--- config.mk ---
export PLATFORM = sky130hd
export DESIGN_NAME = macc_front
export DESIGN_NICKNAME = d
export VERILOG_FILES = /design/src/rtl/macc_pkg.sv /design/src/rtl/macc_front.sv
export SDC_FILE = /design/constraint.sdc
export NUM_CORES = 1
export LEC_CHECK = 0
export BUFFER_PORTS_ARGS = -buffer_cell sky130_fd_sc_hd__buf_4
export CORE_ASPECT_RATIO = 1.2
export CORE_MARGIN = 2
export CORE_UTILIZATION = 40
export DETAILED_ROUTE_END_ITERATION = 10
export GPL_TIMING_DRIVEN = 0
export PLACE_DENSITY = 0.63
export SLEW_MARGIN = 5
export SYNTH_ARGS = -nofsm -noshare
export SYNTH_HDL_FRONTEND = slang
export SYNTH_SLANG_ARGS = --single-unit
--- constraint.sdc ---
create_clock -name i_clk -period 3.65 [get_ports i_clk]
set_clock_uncertainty 0.2 [all_clocks]
set_input_delay 0.5475 -clock i_clk [delete_from_list [all_inputs] [get_ports i_clk]]
set_output_delay 0.5475 -clock i_clk [all_outputs]
set_load 0.02 [all_outputs]
--- src/rtl/macc_pkg.sv ---
// Shared constants and types for the moving-average crossover counter.
package macc_pkg;

    localparam int WINDOW_MAX = 256;
    localparam int PRICE_W    = 16;
    localparam int WIN_W      = $clog2(WINDOW_MAX) + 1;
    localparam int PTR_W      = $clog2(WINDOW_MAX);
    localparam int SUM_W      = PRICE_W + PTR_W;
    localparam int PROD_W     = SUM_W + WIN_W;
    localparam int COUNT_W    = 16;

    // register word index on the config port
    localparam logic REG_SHORT_WIN = 1'b0;
    localparam logic REG_LONG_WIN  = 1'b1;

    localparam logic [WIN_W-1:0] SHORT_WIN_RST = WIN_W'(5);
    localparam logic [WIN_W-1:0] LONG_WIN_RST  = WIN_W'(20);

    // side codes, two's complement
    localparam logic [1:0] SIDE_NONE = 2'b00;
    localparam logic [1:0] SIDE_UP   = 2'b01;
    localparam logic [1:0] SIDE_DOWN = 2'b11;

    // item after classification by the front end
    typedef struct packed {
        logic [PRICE_W-1:0] price;
        logic [PTR_W-1:0]   wp;      // history slot this sample goes to
        logic               last;
        logic               first;   // first sample of a series
        logic               drop_s;  // oldest sample leaves the short window
        logic               drop_l;  // oldest sample leaves the long window
        logic               ready;   // both windows full after this sample
    } t_item;

    typedef struct packed {
        logic [COUNT_W-1:0] crossing_count;
        logic               crossed;
        logic               averages_ready;
        logic [1:0]         side;
        logic               end_of_series;
    } t_result;

    // front-to-back queue head
    typedef struct packed {
        logic  valid;
        t_item item;
    } t_queue_head;

endpackage

--- src/rtl/macc_front.sv ---
// Front end: accepts samples, tags them with history slot and window flags, queues them.
module macc_front (
    input  logic                          i_clk,
    input  logic                          i_rst_n,
    input  logic                          i_push,
    output logic                          o_full,
    input  logic [macc_pkg::PRICE_W-1:0]  i_price,
    input  logic                          i_last,
    input  logic [macc_pkg::WIN_W-1:0]    i_s_len,
    input  logic [macc_pkg::WIN_W-1:0]    i_l_len,
    input  logic                          i_cfg_wr,
    output macc_pkg::t_queue_head         o_head,
    input  logic                          i_pop
);

    localparam int QDEPTH = 4;
    localparam int QPTR_W = $clog2(QDEPTH);
    localparam int WW     = macc_pkg::WIN_W;
    localparam int PW     = macc_pkg::PTR_W;

    logic [PW-1:0]     r_wp;
    logic [WW-1:0]     r_seen;
    logic [PW-1:0]     n_wp;
    logic [WW-1:0]     n_seen;
    logic [WW-1:0]     seen_inc;
    logic [WW-1:0]     need;
    logic              accept;
    macc_pkg::t_item   item;

    macc_pkg::t_item   r_q [QDEPTH];
    logic [QPTR_W-1:0] r_wr_ptr;
    logic [QPTR_W-1:0] r_rd_ptr;
    logic [QPTR_W:0]   r_count;

    assign o_full = (r_count == (QPTR_W+1)'(QDEPTH));
    assign accept = i_push && !o_full;
    assign need   = (i_s_len > i_l_len) ? i_s_len : i_l_len;

    // fill count saturates at the history depth
    assign seen_inc = (r_seen == WW'(macc_pkg::WINDOW_MAX)) ? r_seen : r_seen + WW'(1);

    always_comb begin
        item.price  = i_price;
        item.wp     = r_wp;
        item.last   = i_last;
        item.first  = (r_seen == '0);
        item.drop_s = (r_seen >= i_s_len);
        item.drop_l = (r_seen >= i_l_len);
        item.ready  = (seen_inc >= need);
    end

    always_comb begin
        n_wp   = r_wp;
        n_seen = r_seen;
        if (i_cfg_wr) begin
            n_wp   = '0;
            n_seen = '0;
        end else if (accept) begin
            if (i_last) begin
                n_wp   = '0;
                n_seen = '0;
            end else begin
                n_wp   = r_wp + PW'(1);
                n_seen = seen_inc;
            end
        end
    end

    always_ff @(posedge i_clk) begin
        if (!i_rst_n) begin
            r_wp     <= '0;
            r_seen   <= '0;
            r_wr_ptr <= '0;
            r_rd_ptr <= '0;
            r_count  <= '0;
        end else begin
            r_wp   <= n_wp;
            r_seen <= n_seen;
            if (accept) begin
                r_wr_ptr <= r_wr_ptr + QPTR_W'(1);
            end
            if (i_pop) begin
                r_rd_ptr <= r_rd_ptr + QPTR_W'(1);
            end
            case ({accept, i_pop})
                2'b10:   r_count <= r_count + (QPTR_W+1)'(1);
                2'b01:   r_count <= r_count - (QPTR_W+1)'(1);
                default: r_count <= r_count;
            endcase
        end
    end

    always_ff @(posedge i_clk) begin
        if (accept) begin
            r_q[r_wr_ptr] <= item;
        end
    end

    assign o_head.valid = (r_count != '0);
    assign o_head.item  = r_q[r_rd_ptr];

endmodule

-- Yosys cells after proc, flatten, opt, wreduce, memory -nomap -nowiden
Memories as Yosys holds them, arrays and structs flattened. A register that Yosys moved wholly into a read port is not among the register bits.
Index checks and enable logic that the tools add are counted.
- memories kept: 1
- register bits: 24
- output and inout port bits: 31
- input bits: 40
- word-level logic and storage cells: 36
- bits in writable memories: 116
- add/subtract/negate cells: 6
- eq/ne operators: 4
- mux-type cells: 9
- order comparisons: 4
- bitwise gates (word level): 1
- reductions and logical operators: 6
- memory list (name ; words ; bits a word ; read ports ; clocked after Yosys merged registers in ; write ports ; line ; text):
    r_q ; 4 ; 29 ; 1 ; 1 ; 1 ; macc_front.sv:30 ; macc_pkg::t_item r_q [QDEPTH];
- operator list (cell ; count):
    greater-or-equal comparator 9 bit ; 3
    two-way mux 9 bit ; 3
    adder 9 x 1 -> 9 bit (second input constant) ; 1
    equality test 9 bit (second input constant) ; 1
    > comparator 9 bit ; 1
    zero test 9 bit ; 1
    adder 8 x 1 -> 8 bit (second input constant) ; 1
    two-way mux 8 bit ; 1
    case mux 3 bit (2 select lines) ; 1
    adder 2 x 1 -> 2 bit (second input constant) ; 2
    two-way mux 2 bit ; 2
    adder 3 x 1 -> 3 bit (second input constant) ; 1
    equality test 3 bit (second input constant) ; 1
    nonzero test 3 bit ; 1
    subtractor 3 x 1 -> 3 bit (second input constant) ; 1
    equality test 2 x 1 -> 1 bit (second input constant) ; 1
    equality test 2 bit (second input constant) ; 1
    two-way mux 1 bit ; 2
    nonzero test 2 bit ; 1
    OR reduction 2 bit ; 1
    logical AND 1 bit ; 1
    zero test 1 bit ; 1
    NOT 1 bit ; 1

-- Depth between registers and ports, before layout
- depth in word-level cells: 5
- depth in mapped cells: 13
- depth with buffers taken out: 13

-- Worst setup path before layout
OpenSTA, ideal clock, no wires.
- kind: input-to-reg
- from: input port i_l_len[8] in the netlist's numbering
- to: memory r_q[0][0] in the netlist's numbering, data pin
- slack: 430 ps
- library setup time: 267 ps
- required time: 3183 ps
- stages on the path: 13
- arrival: 2754 ps
- cell sequence: inv_1 -> ha_1 -> nand2_1 -> nor2_1 -> mux2_4 -> o21ai_4 -> mux2_4 -> ha_1 -> nand2b_1 -> a211oi_1 -> o221ai_1 -> nand3_1 -> nand2_1
- RTL lines (what ; line ; text):
    start, declared ; macc_front.sv:10 ; input logic [macc_pkg::WIN_W-1:0] i_l_len,
    end, declared ; macc_front.sv:30 ;

==> summary.txt <==
Run status
  – Outcome: finished, final reports clean

Critical path
  – Setup crit start kind: input pin
  – CP arrival: 3.17 ns
  – Crit path kind: in -> reg
  – Crit path required time: 3.60 ns
  – Max FO, Critical Path: 8
  – R2r worst-path depth: 11
  – Crit end category: flop

Clock tree
  – CTS resizes: 0
  – Clock sinks: 142
  – Hold Buf Count CTS: 0
  – CTS tree: yes
  – Total CTS buffers: 17
  – # Post-CTS Setup Buffers: 0
  – Clock latency on the worst-skew pair: 0.41 ns
  – CTS Buffer Depth: 2
  – Clk root buf: clkbuf_16
  – H-tree depth: 4
  – CTS clk-pin slew, worst paths: 0.06 ns

STA
  – Clock period minus worst slack: 3.22 ns
  – Fin crit share: 88.3%
  – Setup repair after global routing missed its margin: no
  – Least-Margin Pin Slew: 0.804 ns
  – Relative slew slack: 46.4%
  – # setup viols final: 0
  – Final Max Slew Viols: 0
  – Fmax: 310 MHz
  – Hold Slack: 0.136 ns
  – Final count of hold timing violations: 0

Synth
  – Largest family of logic cells by synthesized area: multiplexers
  – Adder-cell share of the synthesized area: 8.73%
  – Post-synthesis compound-gate area fraction: 4.61%
  – Synth top area share: 53.3%
  – Multiplexer share of the synthesized area: 11.8%
  – Cell taking the most area after synthesis: edfxtp_1
  – Top cells by area, synth: edfxtp_1 (53%), mux4_2 (10%), ha_1 (8.4%), dfxtp_1 (8.0%), a21oi_1 (1.5%)
  – Post-synthesis cell type count: 51
  – Syn Std Cell Area: 6540 um^2
  – Synthesized flop and latch total: 142
  – Simple-gate share of the synthesized area: 8.36%
  – Post-Synth XOR/XNOR Area: 2.77%
  – Syn Inst Count: 423
  – Syn_nets: 508
  – Synth warnings: 0
  – Avg Cell Area, Syn: 15.5 um^2
  – Seq/Total Area, Yosys: 61.2%

Place
  – Area post-placement: 7330 um^2
  – Final GP Congestion: 0.814
  – Port Buf Inserts: 70
  – Placed cells: 705
  – Post-DP HPWL: 8300 um

Route
  – Remaining DRCs: 0
  – DRT Pass-1 Iters: 4
  – Initial DRC count: 266
  – Antenna-violating nets left: 0
  – Wire length per cell: 16.2 um
  – Vias: 3,694
  – Detail-routed via count per cell: 5.01
  – Routed WL: 12,000 um

Floorplan
  – DIE WIDTH: 121 um
  – Die H: 144 um
  – Initial Utilization: 40.5%
  – Num rows: 51
  – Boundary Pins: 71
  – Core ar.: 16,100 um^2
  – Die area: 17,400 um^2

Layout
  – Fin area: 8000 um^2
  – Diodes inserted: 0
  – Most frequent cells in the layout: edfxtp_1 (116), buf_4 (71), ha_1 (44)
  – Share of layout cells above drive strength 1: 30.9%
  – Area grow syn2layout: 22.4%
  – Final net count: 597
  – Final core occ: 49.6%
  – Final non-filler cell total: 737
  – Most common cell after layout, fill and taps aside: edfxtp_1

Power and ir drop
  – Pleak: 3.07 nW
  – Peak supply drop: 0.329 mV
  – Total power: 4.44 mW
  – PwrDens: 554 nW/um^2

Global routing
  – First-pass GRT wire length: 19,400 um
  – Total track usage: 14.8%
  – Initial antenna violation count: 0
  – Gr ovfl total: 0
  – Vias in the first global route: 3,877
  – Largest net degree at the start of global routing: 30

Worst hold path
  – Hold crit path type: in -> reg
  – Hold depth: 1

Flow run
  – Max-cap check violation count: 0
==> stage by stage <==
stage	setup TNS, ns	setup slack, ns
6_report	0	0.428
5_1_grt	0	0.266
4_1_cts	0	0.413
3_5_place_dp	-0.00744	-0.00188
3_3_place_gp	0	0.0362
2_1_floorplan	0	0.430
==> Yosys cell counts (all sizes together) <==
| master | n |
|---|---|
| o21ai | 15 |
| and2 | 10 |
| a211oi | 3 |
| and4 | 3 |
| mux4 | 29 |
| and3 | 5 |
| nand2 | 22 |
| mux2i | 9 |
| nor2b | 2 |
| nor3 | 3 |
| inv | 26 |
| fa | 1 |
| nor3b | 1 |
| nand2b | 4 |
| edfxtp | 116 |
| mux2 | 2 |
| a21oi | 19 |
| a31oi | 2 |
| xor2 | 9 |
| xnor2 | 10 |
| a32o | 2 |
| buf | 9 |
| o221ai | 3 |
| ha | 44 |
| dfxtp | 26 |
| nand3b | 3 |
| a21boi | 2 |
| nand3 | 14 |
| nand4 | 3 |
| nor4 | 1 |
| a32oi | 1 |
| or3 | 2 |
| a22oi | 1 |
| clkbuf | 3 |
| nor2 | 17 |
| nand4b | 1 |
==> area by class of cell <==
class,count,area [um^2]
inverter,26,97.6
clock inverter,15,243
timing repair buffer,70,526
tap,212,265
buffer,12,63.8
clock buffer,17,425
multi-input combinational,243,2380
fill,1368,8140
sequential,142,4000
==> power by group <==
group / switching [mW] / internal (mW) / total (mW)
registers: 0.0345 / 1.86 / 1.90
clock network: 0.642 / 1.28 / 1.92
logic: 0.339 / 0.279 / 0.618
total: 1.02 / 3.42 / 4.44
==> final timing paths <==
| path | startpoint | endpoint | slack, ns |
|---|---|---|---|
| worst max-delay path | i_l_len[4] | r_q[3][0] | 0.43 |
| worst max register to register | r_seen[0] | r_q[3][0] | 0.92 |
| worst min-delay path | i_price[5] | r_q[0][18] | 0.14 |
| worst min register to register | r_wr_ptr[1] | r_wr_ptr[1] | 0.31 |
==> layer usage <==
metal / up-vias / track usage [%] / part of all wire [%]
met5: - / 0 / 0
met4: 0 / 5.14 / 1.3
met3: 16 / 3.75 / 3.7
met2: 70 / 26.5 / 53
met1: 1806 / 17.3 / 42
li1: 1802 / - / -
==> cell families after synthesis <==
| group | count (synthesis) |
|---|---|
| flip-flops | 142 |
| multiplexers | 40 |
| adder cells (fa/ha/maj) | 45 |
| XOR/XNOR | 19 |
| AND/OR/NAND/NOR | 91 |
| AO/OA/AOI/OAI | 48 |
| buffers and inverters | 38 |
==> critical path, cell delays in order <==
cell	delay, ns
buf_4	0.11
inv_1	0.07
ha_1	0.25
and3_1	0.20
o21ai_1	0.10
nand3_2	0.13
o21ai_4	0.36
mux2_4	0.34
ha_1	0.26
nand2b_1	0.14
a211oi_1	0.28
o221ai_1	0.17
nand3_1	0.11
nand2_1	0.09
==> registers in the layout, indices dropped and copies added, names as in the netlist, named ones only <==
name,count
r_count,3
r_rd_ptr,2
r_wp,8
r_q,116
r_seen,9
r_wr_ptr,2
No activity file was read; power rests on OpenSTA's default activity.
